## src/rtl/fbtc_pkg.sv

```systemverilog
// ----------------------------------------------------------------------------
// fbtc_pkg: shared types and helpers for the five-bit text codec
// Beat formats, result bundle and the group-to-character mapping.
// ----------------------------------------------------------------------------
package fbtc_pkg;

  localparam int unsigned ByteW   = 8;
  localparam int unsigned GroupW  = 5;
  localparam int unsigned AccW    = 12;   // widest working accumulator
  localparam int unsigned CountW  = 3;    // residue bit count
  localparam int unsigned MaxRes  = 3;    // results per input beat
  localparam int unsigned ResCntW = 2;

  localparam logic [GroupW-1:0] GroupMask = 5'h1F;
  localparam logic [ByteW-1:0]  UpperBase = 8'h40;
  localparam logic [ByteW-1:0]  LowerBase = 8'h20;
  localparam logic [GroupW-1:0] LowTop    = 5'h0F;

  localparam logic MODE_ENCODE = 1'b0;
  localparam logic MODE_DECODE = 1'b1;

  typedef struct packed {
    logic [ByteW-1:0] data;
    logic             last;
  } fbtc_item_t;

  typedef struct packed {
    logic [ByteW-1:0] data;
    logic             valid;
    logic             last;
  } fbtc_res_t;

  typedef struct packed {
    fbtc_res_t [MaxRes-1:0] res;
    logic [ResCntW-1:0]     count;
  } fbtc_bundle_t;

  // Map a 5-bit group to its printable character.
  function automatic logic [ByteW-1:0] to_char(input logic [GroupW-1:0] grp);
    logic [GroupW-1:0] v;
    v = grp & GroupMask;
    if (v <= LowTop) begin
      to_char = UpperBase | {3'b000, v};
    end else begin
      to_char = LowerBase | {3'b000, v};
    end
  endfunction

  // Mask with the low n bits set.
  function automatic logic [AccW-1:0] low_mask(input logic [3:0] n);
    low_mask = (AccW'(1) << n) - AccW'(1);
  endfunction

endpackage

```

## src/rtl/fbtc_in_stage.sv

```systemverilog
// ----------------------------------------------------------------------------
// fbtc_in_stage: input holding register
// Captures one input beat and holds it until the core takes it.
// ----------------------------------------------------------------------------
module fbtc_in_stage import fbtc_pkg::*; (
  input  logic       clk,
  input  logic       rst,
  input  logic       item_valid,
  output logic       item_ready,
  input  fbtc_item_t item_in,
  input  logic       take,
  output logic       held,
  output fbtc_item_t item_out
);

  logic       full;
  fbtc_item_t item;

  assign item_ready = !full || take;
  assign held       = full;
  assign item_out   = item;

  always_ff @(posedge clk) begin
    if (rst) begin
      full <= 1'b0;
    end else if (item_valid && item_ready) begin
      full <= 1'b1;
    end else if (take) begin
      full <= 1'b0;
    end
  end

  // Payload: load on every accepted beat.
  always_ff @(posedge clk) begin
    if (item_valid && item_ready) begin
      item <= item_in;
    end
  end

endmodule

```

## src/rtl/fbtc_core.sv

```systemverilog
// ----------------------------------------------------------------------------
// fbtc_core: bit regrouping core
// Holds mode and residue; turns one held beat into up to three results.
// ----------------------------------------------------------------------------
module fbtc_core import fbtc_pkg::*; (
  input  logic         clk,
  input  logic         rst,
  input  logic         cfg_we,
  input  logic         cfg_mode,
  input  fbtc_item_t   item,
  input  logic         fire,
  output fbtc_bundle_t bundle
);

  logic              mode;
  logic [ByteW-1:0]  residue;
  logic [CountW-1:0] count;
  logic [ByteW-1:0]  residue_next;
  logic [CountW-1:0] count_next;

  // Encode path
  logic [CountW-1:0] r_enc;
  logic [AccW-1:0]   acc_e;
  logic [3:0]        nb_e;
  logic              two_e;
  logic [GroupW-1:0] g1_e;
  logic [GroupW-1:0] g2_e;
  logic [3:0]        rem_e;
  logic [AccW-1:0]   left_e;
  logic [GroupW-1:0] flush_e;
  logic              pad_e;
  logic [ResCntW-1:0] n_e;

  // Decode path
  logic [AccW-1:0]   acc_d;
  logic [3:0]        nb_d;
  logic              full_d;
  logic [ByteW-1:0]  byte_d;
  logic [3:0]        rem_d;
  logic [AccW-1:0]   left_d;

  always_comb begin
    r_enc   = (count > 3'd4) ? 3'd4 : count;
    acc_e   = ((AccW'(residue) & low_mask({1'b0, r_enc})) << 8) | AccW'(item.data);
    nb_e    = {1'b0, r_enc} + 4'd8;
    two_e   = (nb_e >= 4'd10);
    g1_e    = GroupW'(acc_e >> (nb_e - 4'd5));
    g2_e    = GroupW'(acc_e >> (nb_e - 4'd10));
    rem_e   = two_e ? (nb_e - 4'd10) : (nb_e - 4'd5);
    left_e  = acc_e & low_mask(rem_e);
    flush_e = GroupW'(left_e << (4'd5 - rem_e));
    pad_e   = item.last && (rem_e != 4'd0);
    n_e     = (two_e ? 2'd2 : 2'd1) + (pad_e ? 2'd1 : 2'd0);

    acc_d   = ((AccW'(residue) & low_mask({1'b0, count})) << 5)
              | AccW'(item.data[GroupW-1:0]);
    nb_d    = {1'b0, count} + 4'd5;
    full_d  = (nb_d >= 4'd8);
    byte_d  = ByteW'(acc_d >> (nb_d - 4'd8));
    rem_d   = full_d ? (nb_d - 4'd8) : nb_d;
    left_d  = acc_d & low_mask(rem_d);
  end

  always_comb begin
    bundle = '0;
    if (mode == MODE_ENCODE) begin
      bundle.count        = n_e;
      bundle.res[0].data  = to_char(g1_e);
      bundle.res[0].valid = 1'b1;
      bundle.res[0].last  = item.last && (n_e == 2'd1);
      bundle.res[1].data  = two_e ? to_char(g2_e) : to_char(flush_e);
      bundle.res[1].valid = 1'b1;
      bundle.res[1].last  = item.last && (n_e == 2'd2);
      bundle.res[2].data  = to_char(flush_e);
      bundle.res[2].valid = 1'b1;
      bundle.res[2].last  = item.last;
    end else begin
      if (full_d) begin
        bundle.count        = 2'd1;
        bundle.res[0].data  = byte_d;
        bundle.res[0].valid = 1'b1;
        bundle.res[0].last  = item.last;
      end else if (item.last) begin
        // Bare end marker: nothing completed on the final character.
        bundle.count        = 2'd1;
        bundle.res[0].last  = 1'b1;
      end
    end
  end

  always_comb begin
    if (item.last) begin
      residue_next = '0;
      count_next   = '0;
    end else if (mode == MODE_ENCODE) begin
      residue_next = ByteW'(left_e);
      count_next   = CountW'(rem_e);
    end else begin
      residue_next = ByteW'(left_d);
      count_next   = CountW'(rem_d);
    end
  end

  always_ff @(posedge clk) begin
    if (rst) begin
      mode    <= MODE_ENCODE;
      residue <= '0;
      count   <= '0;
    end else if (cfg_we) begin
      // Mode change drops any partial stream.
      mode    <= cfg_mode;
      residue <= '0;
      count   <= '0;
    end else if (fire) begin
      residue <= residue_next;
      count   <= count_next;
    end
  end

endmodule

```

## src/rtl/fbtc_out_queue.sv

```systemverilog
// ----------------------------------------------------------------------------
// fbtc_out_queue: result register
// Holds one beat's results and hands them out one per cycle while result_ready is high.
// ----------------------------------------------------------------------------
module fbtc_out_queue import fbtc_pkg::*; (
  input  logic         clk,
  input  logic         rst,
  input  fbtc_bundle_t bundle,
  input  logic         load,
  output logic         space,
  output logic         result_valid,
  input  logic         result_ready,
  output fbtc_res_t    head
);

  fbtc_res_t [MaxRes-1:0] res;
  logic [ResCntW-1:0]     count;
  logic                   pop;

  assign result_valid = (count != '0);
  assign pop          = result_valid && result_ready;
  assign space        = (count == '0) || ((count == 2'd1) && pop);
  assign head         = res[0];

  always_ff @(posedge clk) begin
    if (rst) begin
      count <= '0;
    end else if (load) begin
      count <= bundle.count;
    end else if (pop) begin
      count <= count - 2'd1;
    end
  end

  // Advance the queue by one entry on each pop.
  always_ff @(posedge clk) begin
    if (load) begin
      res <= bundle.res;
    end else if (pop) begin
      res[0] <= res[1];
      res[1] <= res[2];
    end
  end

endmodule

```

## src/rtl/five_bit_text_codec.sv

```systemverilog
// ----------------------------------------------------------------------------
// five_bit_text_codec: 5-bit group binary/text stream codec
// Encodes bytes into printable 5-bit characters or decodes them back.
// ----------------------------------------------------------------------------
// Usage:
//   Config channel (cfg_valid/cfg_ready, data on mode) selects encode (0) or
//   decode (1); cfg_ready is always high. A write also drops any partial
//   stream, so write only while the block is idle.
//   Input channel (item_valid/item_ready) carries data_byte and last_byte.
//   A beat with last_byte set flushes the residue and ends the stream.
//   Result channel (result_valid/result_ready) carries out_byte, out_valid
//   and out_last. In encode mode one input beat gives one to three results,
//   in decode mode zero or one; a bare end marker (out_valid low) closes a
//   decode stream whose last character completes no byte.
// Timing: an accepted beat passes the input register, then the result
//   register, before its first result reaches the result port. Throughput
//   is set by the result port, one result per cycle while result_ready is
//   high.
// Reset clears mode to encode, empties both registers and the residue.
// A stalled receiver holds the head result; the input register still takes
//   one more beat, then item_ready drops until the result register drains.
// ----------------------------------------------------------------------------
module five_bit_text_codec import fbtc_pkg::*; (
  input  logic       clk,
  input  logic       rst,
  input  logic       cfg_valid,
  output logic       cfg_ready,
  input  logic       mode,
  input  logic       item_valid,
  output logic       item_ready,
  input  logic [7:0] data_byte,
  input  logic       last_byte,
  output logic       result_valid,
  input  logic       result_ready,
  output logic [7:0] out_byte,
  output logic       out_valid,
  output logic       out_last
);

  fbtc_item_t   item_in;
  fbtc_item_t   item_held;
  fbtc_bundle_t bundle;
  fbtc_res_t    head;
  logic         held;
  logic         space;
  logic         fire;

  assign cfg_ready    = 1'b1;
  assign item_in.data = data_byte;
  assign item_in.last = last_byte;

  // Move the held beat into the result register once it has room.
  assign fire = held && space;

  fbtc_in_stage u_in_stage (
    .clk        (clk),
    .rst        (rst),
    .item_valid (item_valid),
    .item_ready (item_ready),
    .item_in    (item_in),
    .take       (fire),
    .held       (held),
    .item_out   (item_held)
  );

  fbtc_core u_core (
    .clk      (clk),
    .rst      (rst),
    .cfg_we   (cfg_valid && cfg_ready),
    .cfg_mode (mode),
    .item     (item_held),
    .fire     (fire),
    .bundle   (bundle)
  );

  fbtc_out_queue u_out_queue (
    .clk          (clk),
    .rst          (rst),
    .bundle       (bundle),
    .load         (fire),
    .space        (space),
    .result_valid (result_valid),
    .result_ready (result_ready),
    .head         (head)
  );

  assign out_byte  = head.data;
  assign out_valid = head.valid;
  assign out_last  = head.last;

endmodule

```

## config.mk

```make
export PLATFORM = sky130hd
export DESIGN_NAME = five_bit_text_codec
export DESIGN_NICKNAME = d
export VERILOG_FILES = /design/src/rtl/fbtc_pkg.sv /design/src/rtl/fbtc_in_stage.sv /design/src/rtl/fbtc_core.sv /design/src/rtl/fbtc_out_queue.sv /design/src/rtl/five_bit_text_codec.sv
export SDC_FILE = /design/constraint.sdc
export NUM_CORES = 1
export LEC_CHECK = 0
export ABC_AREA = 1
export BUFFER_PORTS_ARGS = -buffer_cell sky130_fd_sc_hd__buf_2
export CORE_MARGIN = 1
export CORE_UTILIZATION = 37
export DETAILED_ROUTE_END_ITERATION = 12
export GPL_TIMING_DRIVEN = 0
export MAX_ROUTING_LAYER = met4
export PLACE_DENSITY = 0.52
export SLEW_MARGIN = 10
export SYNTH_ARGS = -nofsm -noshare
export SYNTH_HDL_FRONTEND = slang
export SYNTH_HIERARCHICAL = 1
export SYNTH_SLANG_ARGS = --single-unit
```

## constraint.sdc

```tcl
create_clock -name clk -period 3.8 [get_ports clk]
set_input_delay 0.57 -clock clk [delete_from_list [all_inputs] [get_ports clk]]
set_output_delay 0.57 -clock clk [all_outputs]
set_load 0.02 [all_outputs]
```

==> flow_summary.json, run 1 <==
{
  "clkTransAtPathRegs_ns": 0.07,
  "cts-root-buf": "clkbuf_16",
  "final.period_utilization_pct": 93.3,
  "place.gp.congestion": 0.921,
  "final-setup-viol-count": 0,
  "start_util_pct": 38.6,
  "netlist_top_cells_area": "edfxtp_1 (26%), nand2_1 (18%), dfxtp_1 (6.2%)",
  "cp_slowest_stage_delay_ns": 0.47,
  "startpoint_type": "flip-flop",
  "failed_checks": "design-rule violations",
  "clockBufferDepth": 2,
  "grt_max_degree": 24,
  "slowest_stage": "ha_2",
  "drive_above_1_share_pct": 18.8,
  "post_drt_via_cell_ratio": 5.09,
  "yosysMostFrequentCell": "nand2_1",
  "grt_overflow": 0,
  "cts_sinks": 53,
  "io_pins": 28,
  "fillers": 1225,
  "hp-class": "input pin to flip-flop",
  "outcome": "finished, violations left",
  "die_h_um": 112,
  "synth-seq-area-share_pct": 32.2,
  "slew-limit-headroom_pct": 31.9,
  "switching_share_pct": 35.2,
  "total_power_uw": 2080,
  "yosysTopAreaCellShare_pct": 26.0,
  "p_comb_share_pct": 35.5,
  "cts_tree": "done",
  "syn_area_um2": 4510,
  "port_buffers": 26,
  "core-area_um2": 11700,
  "report.final.slew_viol_count": 0,
  "max_slew.worst_pin.slew_ns": 1.02,
  "worstPathCellList": "buf_6 > clkinvlp_4 > buf_4 > ha_2 > inv_2 > nand2_8 > nand2_2 > inv_2 > ha_2 > nor2_1 > a21oi_4 > nand3_2 > o211ai_1 > a21oi_1 > o21a_1 > nand2_1 > nand2_1",
  "htreeDepth": 2,
  "ir_drop_mv": 0.294,
  "critPathTopFamily": "compound AO/OA/AOI/OAI gates",
  "final.setup_skew_ns": 0.00530,
  "antenna_found_initial": 0,
  "fmax_mhz": 282,
  "insertion_delay_ns": 0.29,
  "route.vias.total": 4137,
  "hold_buffers": 0,
  "ant_nets": 0,
  "placed_area_um2": 4820,
  "p_leak_uw": 0.00239,
  "worst-path-stages": 17,
  "hold_depth": 1,
  "critPathKind": "flip-flop to flip-flop",
  "synth_edf_count": 39,
  "drt_iter0_drc": 332,
  "finalHoldViolCount": 0,
  "post-route-min-period_ns": 3.55,
  "fin_nets": 701,
  "power_frac_seq_pct": 39.3,
  "power.density_nw_per_um2": 413,
  "die_area_um2": 12600,
  "cap_violations": 0,
  "syn_inst": 629,
  "cts_made_buffers": 5,
  "yosysWarnings": 6,
  "end_kind": "flip-flop",
  "wirelength_um": 13000,
  "rsz0062_at_grt": "false",
  "cp.buffers_inverters": 5,
  "async_flop_share_pct": 0,
  "cp.required_ns": 3.84,
  "hold_ws_ns": 0.445,
  "grt_pass1_wl_um": 21000,
  "crit_fanout": 13,
  "grt_pass1_vias": 3958,
  "synth-seq-cells": 53,
  "routedWlPerCell_um": 16.0,
  "ys_types": 58,
  "diodes": 0,
  "synth_flop_cell": "edfxtp_1",
  "areaGrowthSynthToFinish_pct": 11.9,
  "pwr-share-clk_pct": 25.1,
  "p_switching_uw": 734,
  "fin_setup_tns_ns": 0,
  "yosysTopAreaCell": "edfxtp_1",
  "avgSynthCellArea_um2": 7.16,
  "synth_common_cells": "nand2_1 (216), inv_1 (54), edfxtp_1 (39), nor2_1 (39), nand3_1 (31)",
  "final_cell_area_um2": 5040,
  "internal-power_uw": 1350,
  "r2r_cells": 17,
  "rows": 39,
  "hpwl_um": 10100,
  "dr.pass1.iters": 9,
  "route.detailed.drc": 1,
  "arrival_ns": 3.59,
  "die_w_um": 112,
  "track_usage_pct": 22.5
}
cells by family (layout without fill, tap and decap cells):
kind of cell / count (synthesis) / in the layout / synth area share (%)
AND/OR/NAND/NOR: 332 / 332 / 33.9
AO/OA/AOI/OAI: 114 / 114 / 15.9
buffers and inverters: 105 / 144 / 11.8
flip-flops: 53 / 53 / 32.2
adder cells (fa/ha/maj): 18 / 18 / 5.00
XOR/XNOR: 4 / 4 / 0.778
other: 2 / 3 / 0.167
multiplexers: 1 / 1 / 0.222
layout by cell type, fill, tap and decap left out, types with 3 or more instances in the layout:
cell type,count
nand2_4,3
inv_1,52
ha_1,16
o21ai_0,30
clkbuf_1,8
clkbuf_16,5
o21ai_1,15
nand2_2,8
o21a_1,4
a21oi_1,28
dfxtp_1,14
buf_4,21
conb_1,3
buf_6,6
or2_1,3
nor2_1,39
nor2_2,6
nor3_1,4
nand3_2,10
inv_2,7
nand3_1,31
buf_2,33
a31oi_1,3
nand2_1,216
clkinv_1,3
o211ai_1,12
edfxtp_1,39
o21ai_2,3
routing by layer:
layer / global-route usage [%] / up-vias / part of all wire [%]
met5: - / - / 0
met4: 6.31 / 0 / 1.4
met3: 2.43 / 16 / 3.9
met2: 36.4 / 97 / 46
met1: 29.9 / 1895 / 48
li1: - / 2129 / -
state kept, by name, summed over array words and instances (netlist names):
signal / count
u_out_queue/res: 20
u_core/mode: 1
u_core/residue: 7
u_core/count: 3
u_out_queue/head: 10
u_in_stage/held: 1
u_in_stage/item_out: 9
u_out_queue/count: 2
power by group through the flow:
stage / registers [uW] / logic [uW] / clock network, uW
after global routing: 829 / 825 / 564
after global placement: 831 / 725 / 0
after floorplan: 816 / 541 / 0
final: 820 / 740 / 524
after CTS: 820 / 734 / 542
after detailed placement: 833 / 728 / 0
final cells by class:
class                      instances  area, um^2  area share (%)
clock inverter                     2        38.8           0.769
sequential                        53        1450            28.8
inverter                          66         269            5.34
tap                              143         179            3.55
buffer                            38         269            5.34
multi-input combinational        472        2530            50.2
timing repair buffer              32         175            3.47
clock buffer                       6         129            2.56
repair_timing:
| action | CTS | global route |
|---|---|---|
| pin swaps | 0 | 1 |
| resized for setup | 3 | 3 |
| setup buffers | 0 | 6 |
| endpoints found under the setup margin | 4 | 5 |
worst register-to-register path, cell delays in order (launching register included):
cell        delay, ns
dfxtp_1          0.37
buf_6            0.19
clkinvlp_4       0.15
buf_4            0.21
ha_2             0.25
inv_2            0.10
nand2_8          0.09
nand2_2          0.13
inv_2            0.10
ha_2             0.47
nor2_1           0.10
a21oi_4          0.21
nand3_2          0.15
o211ai_1         0.29
a21oi_1          0.15
o21a_1           0.19
nand2_1          0.06
nand2_1          0.07
metrics by stage:
stage,std cells,setup WS [ns],utilization [%]
finish,812,0.254,43.2
global route,812,0.0238,43.2
CTS,807,0.00244,42.8
detailed placement,799,-0.154,41.3
global placement,799,-0.195,41.3
floorplan,630,0.634,-
final timing paths:
kind	from	endpoint	slack [ns]
worst max-delay path	u_core/count[0]	u_out_queue/res[15]	0.25
worst min-delay path	data_byte[3]	u_in_stage/item_out[4]	0.44
worst max register to register	u_core/count[0]	u_out_queue/res[15]	0.25
worst min register to register	u_core/residue[5]	u_core/residue[5]	0.48
Note: power is estimated with default switching activity, not from simulation.
==> run 2: changes to the inputs <==
--- a/config.mk
+++ b/config.mk
@@ -15,2 +15,3 @@
 export PLACE_DENSITY = 0.52
+export SETUP_SLACK_MARGIN = 0.05
 export SLEW_MARGIN = 10
==> constraint.sdc (replaced) <==
create_clock -name clk -period 3.8 [get_ports clk]
set_input_delay 0.76 -clock clk [delete_from_list [all_inputs] [get_ports clk]]
set_output_delay 0.76 -clock clk [all_outputs]
set_load 0.02 [all_outputs]
==> run 2 against run 1 <==
Effect of this change:
- the flow still finishes with violations (design-rule violations)
- die area did not move
- sequential share of layout area decreased by 0.071 points
- sequential power barely moved
- count of clock-buffer cells in the layout unchanged
- combinational power about the same
- wire length up 0.33%
- critical path depth up 5
- total power is 0.17% higher
- setup slack gained 0.097 ns
==> flow_summary.json, run 2 (synthesis gave the netlist of run 1 again) <==
{
  "route.vias.total": 4167,
  "grt_pass1_wl_um": 21000,
  "drt_iter0_drc": 287,
  "crit_top_cell": "nand2_1",
  "p_comb_share_pct": 35.5,
  "wirelength_um": 13100,
  "cp_slowest_stage_delay_ns": 0.37,
  "final_cell_area_um2": 5050,
  "post-route-min-period_ns": 3.45,
  "failed_checks": "design-rule violations",
  "cap_violations": 0,
  "rows": 39,
  "place.gp.congestion": 0.921,
  "ir_drop_mv": 0.293,
  "layout_commonest_cell": "nand2_1",
  "power_frac_seq_pct": 39.3,
  "hold_buffers": 0,
  "finalHoldViolCount": 0,
  "power.density_nw_per_um2": 413,
  "max_slew.worst_pin.slew_ns": 1.01,
  "insertion_delay_ns": 0.30,
  "total_power_uw": 2090,
  "cp.required_ns": 4.04,
  "areaGrowthSynthToFinish_pct": 12.2,
  "dr.pass1.iters": 8,
  "diodes": 0,
  "regMostFlops": "u_out_queue/res",
  "critPathKind": "flip-flop to flip-flop",
  "slew-limit-headroom_pct": 32.2,
  "routedWlPerCell_um": 16.1,
  "placed_area_um2": 4820,
  "cts_sinks": 53,
  "antenna_found_initial": 0,
  "outcome": "finished, violations left",
  "port_buffers": 26,
  "final-setup-viol-count": 0,
  "final_cell_mix": "nand2_1 (216), inv_1 (52), nor2_1 (39), edfxtp_1 (39), buf_2 (32)",
  "route.detailed.drc": 1,
  "cts-root-buf": "clkbuf_16",
  "clkTransAtPathRegs_ns": 0.07,
  "fmax_mhz": 290,
  "track_usage_pct": 22.5,
  "fin_nets": 701,
  "cts_tree": "done",
  "fillers": 1221,
  "die_h_um": 112,
  "report.final.slew_viol_count": 0,
  "final_core_util_pct": 43.3,
  "die_area_um2": 12600,
  "startpoint_type": "flip-flop",
  "worstPathCellList": "buf_6 > clkinvlp_4 > buf_4 > ha_2 > inv_2 > nand2_8 > nand2_2 > clkbuf_4 > ha_1 > nand4_2 > inv_1 > nor2_2 > nand2_1 > nand2_1 > ha_1 > a22oi_1 > inv_1 > nand2_1 > nand2_1 > nand2_1 > nand2_1 > nor2_1",
  "grt_overflow": 0,
  "io_pins": 28,
  "post_drt_via_cell_ratio": 5.13,
  "internal-power_uw": 1350,
  "pwr-share-clk_pct": 25.2,
  "core-area_um2": 11700,
  "die_w_um": 112,
  "final.period_utilization_pct": 90.8,
  "grt_pass1_vias": 3958,
  "hold_ws_ns": 0.479,
  "switching_share_pct": 35.3,
  "clockBufferDepth": 2,
  "htreeDepth": 2,
  "crit_fanout": 13,
  "cts_made_buffers": 5,
  "drive_above_1_share_pct": 18.8,
  "end_kind": "flip-flop",
  "hpwl_um": 10100,
  "slowest_stage": "dfxtp_1",
  "hp-class": "flip-flop to flip-flop",
  "largest_reg_flops": 20,
  "arrival_ns": 3.69,
  "p_switching_uw": 736,
  "rsz0062_at_grt": "false",
  "p_leak_uw": 0.00239,
  "final.setup_skew_ns": 0.00599,
  "grt_max_degree": 24,
  "start_util_pct": 38.6,
  "ant_nets": 0
}
## run 2: changes by cell type in the layout (fill, tap and decap cells not counted), sizes merged
cell,delta
buf,-1
clkbuf,+1
## run 2: stage by stage
stage | worst slack (ns) | setup TNS (ns) | std cells
after floorplan | 0.634 | 0 | 630
after global placement | -0.195 | -0.338 | 799
after detailed placement | -0.154 | -0.201 | 799
after CTS | 0.0752 | 0 | 807
after global routing | 0.0682 | 0 | 812
final | 0.351 | 0 | 812
## run 2: cell type report
cell class	count	area, um^2	area share, %
Tap cell	143	179	3.54
Clock buffer	6	129	2.55
Inverter	66	269	5.32
Clock inverter	2	38.8	0.768
Multi-Input combinational cell	472	2540	50.3
Timing Repair Buffer	32	175	3.47
Buffer	38	272	5.37
Sequential cell	53	1450	28.7
## run 2: final timing paths
kind,from,endpoint,slack (ns),cells after the start
max reg2reg,u_core/count[0],u_out_queue/count[0],0.35,22
min reg2reg,u_core/residue[5],u_core/residue[5],0.48,2
max,u_core/count[0],u_out_queue/count[0],0.35,22
min,u_core/residue[5],u_core/residue[5],0.48,2
## run 2: power by group through the flow
stage,Combinational [uW],Sequential (uW),Clock (uW)
global placement,725,831,0
detailed placement,728,833,0
CTS,734,820,542
floorplan,541,816,0
global route,827,829,564
finish,741,819,526
## run 2: routing by layer
metal | global-route usage [%] | vias up | wire (um)
li1 | - | 2123 | -
met1 | 29.9 | 1913 | 6200
met2 | 36.4 | 116 | 6020
met3 | 2.43 | 15 | 640
met4 | 6.31 | 0 | 189
met5 | - | - | 0
## run 2: critical path: cells and delay by family, from the launching register on
kind,cells,cell delay [ns]
buffers and inverters,7,1.03
DFF,1,0.37
AOI/OAI and AO/OA,1,0.20
adders and majority gates,3,0.76
and+or+nand+nor,11,1.00
## run 2: what timing repair did
item	in CTS	in global routing
buffers inserted	0	6
setup endpoints to repair	7	7
resized for setup	4	4
endpoints found under the hold margin	0	0
pin swaps	0	1
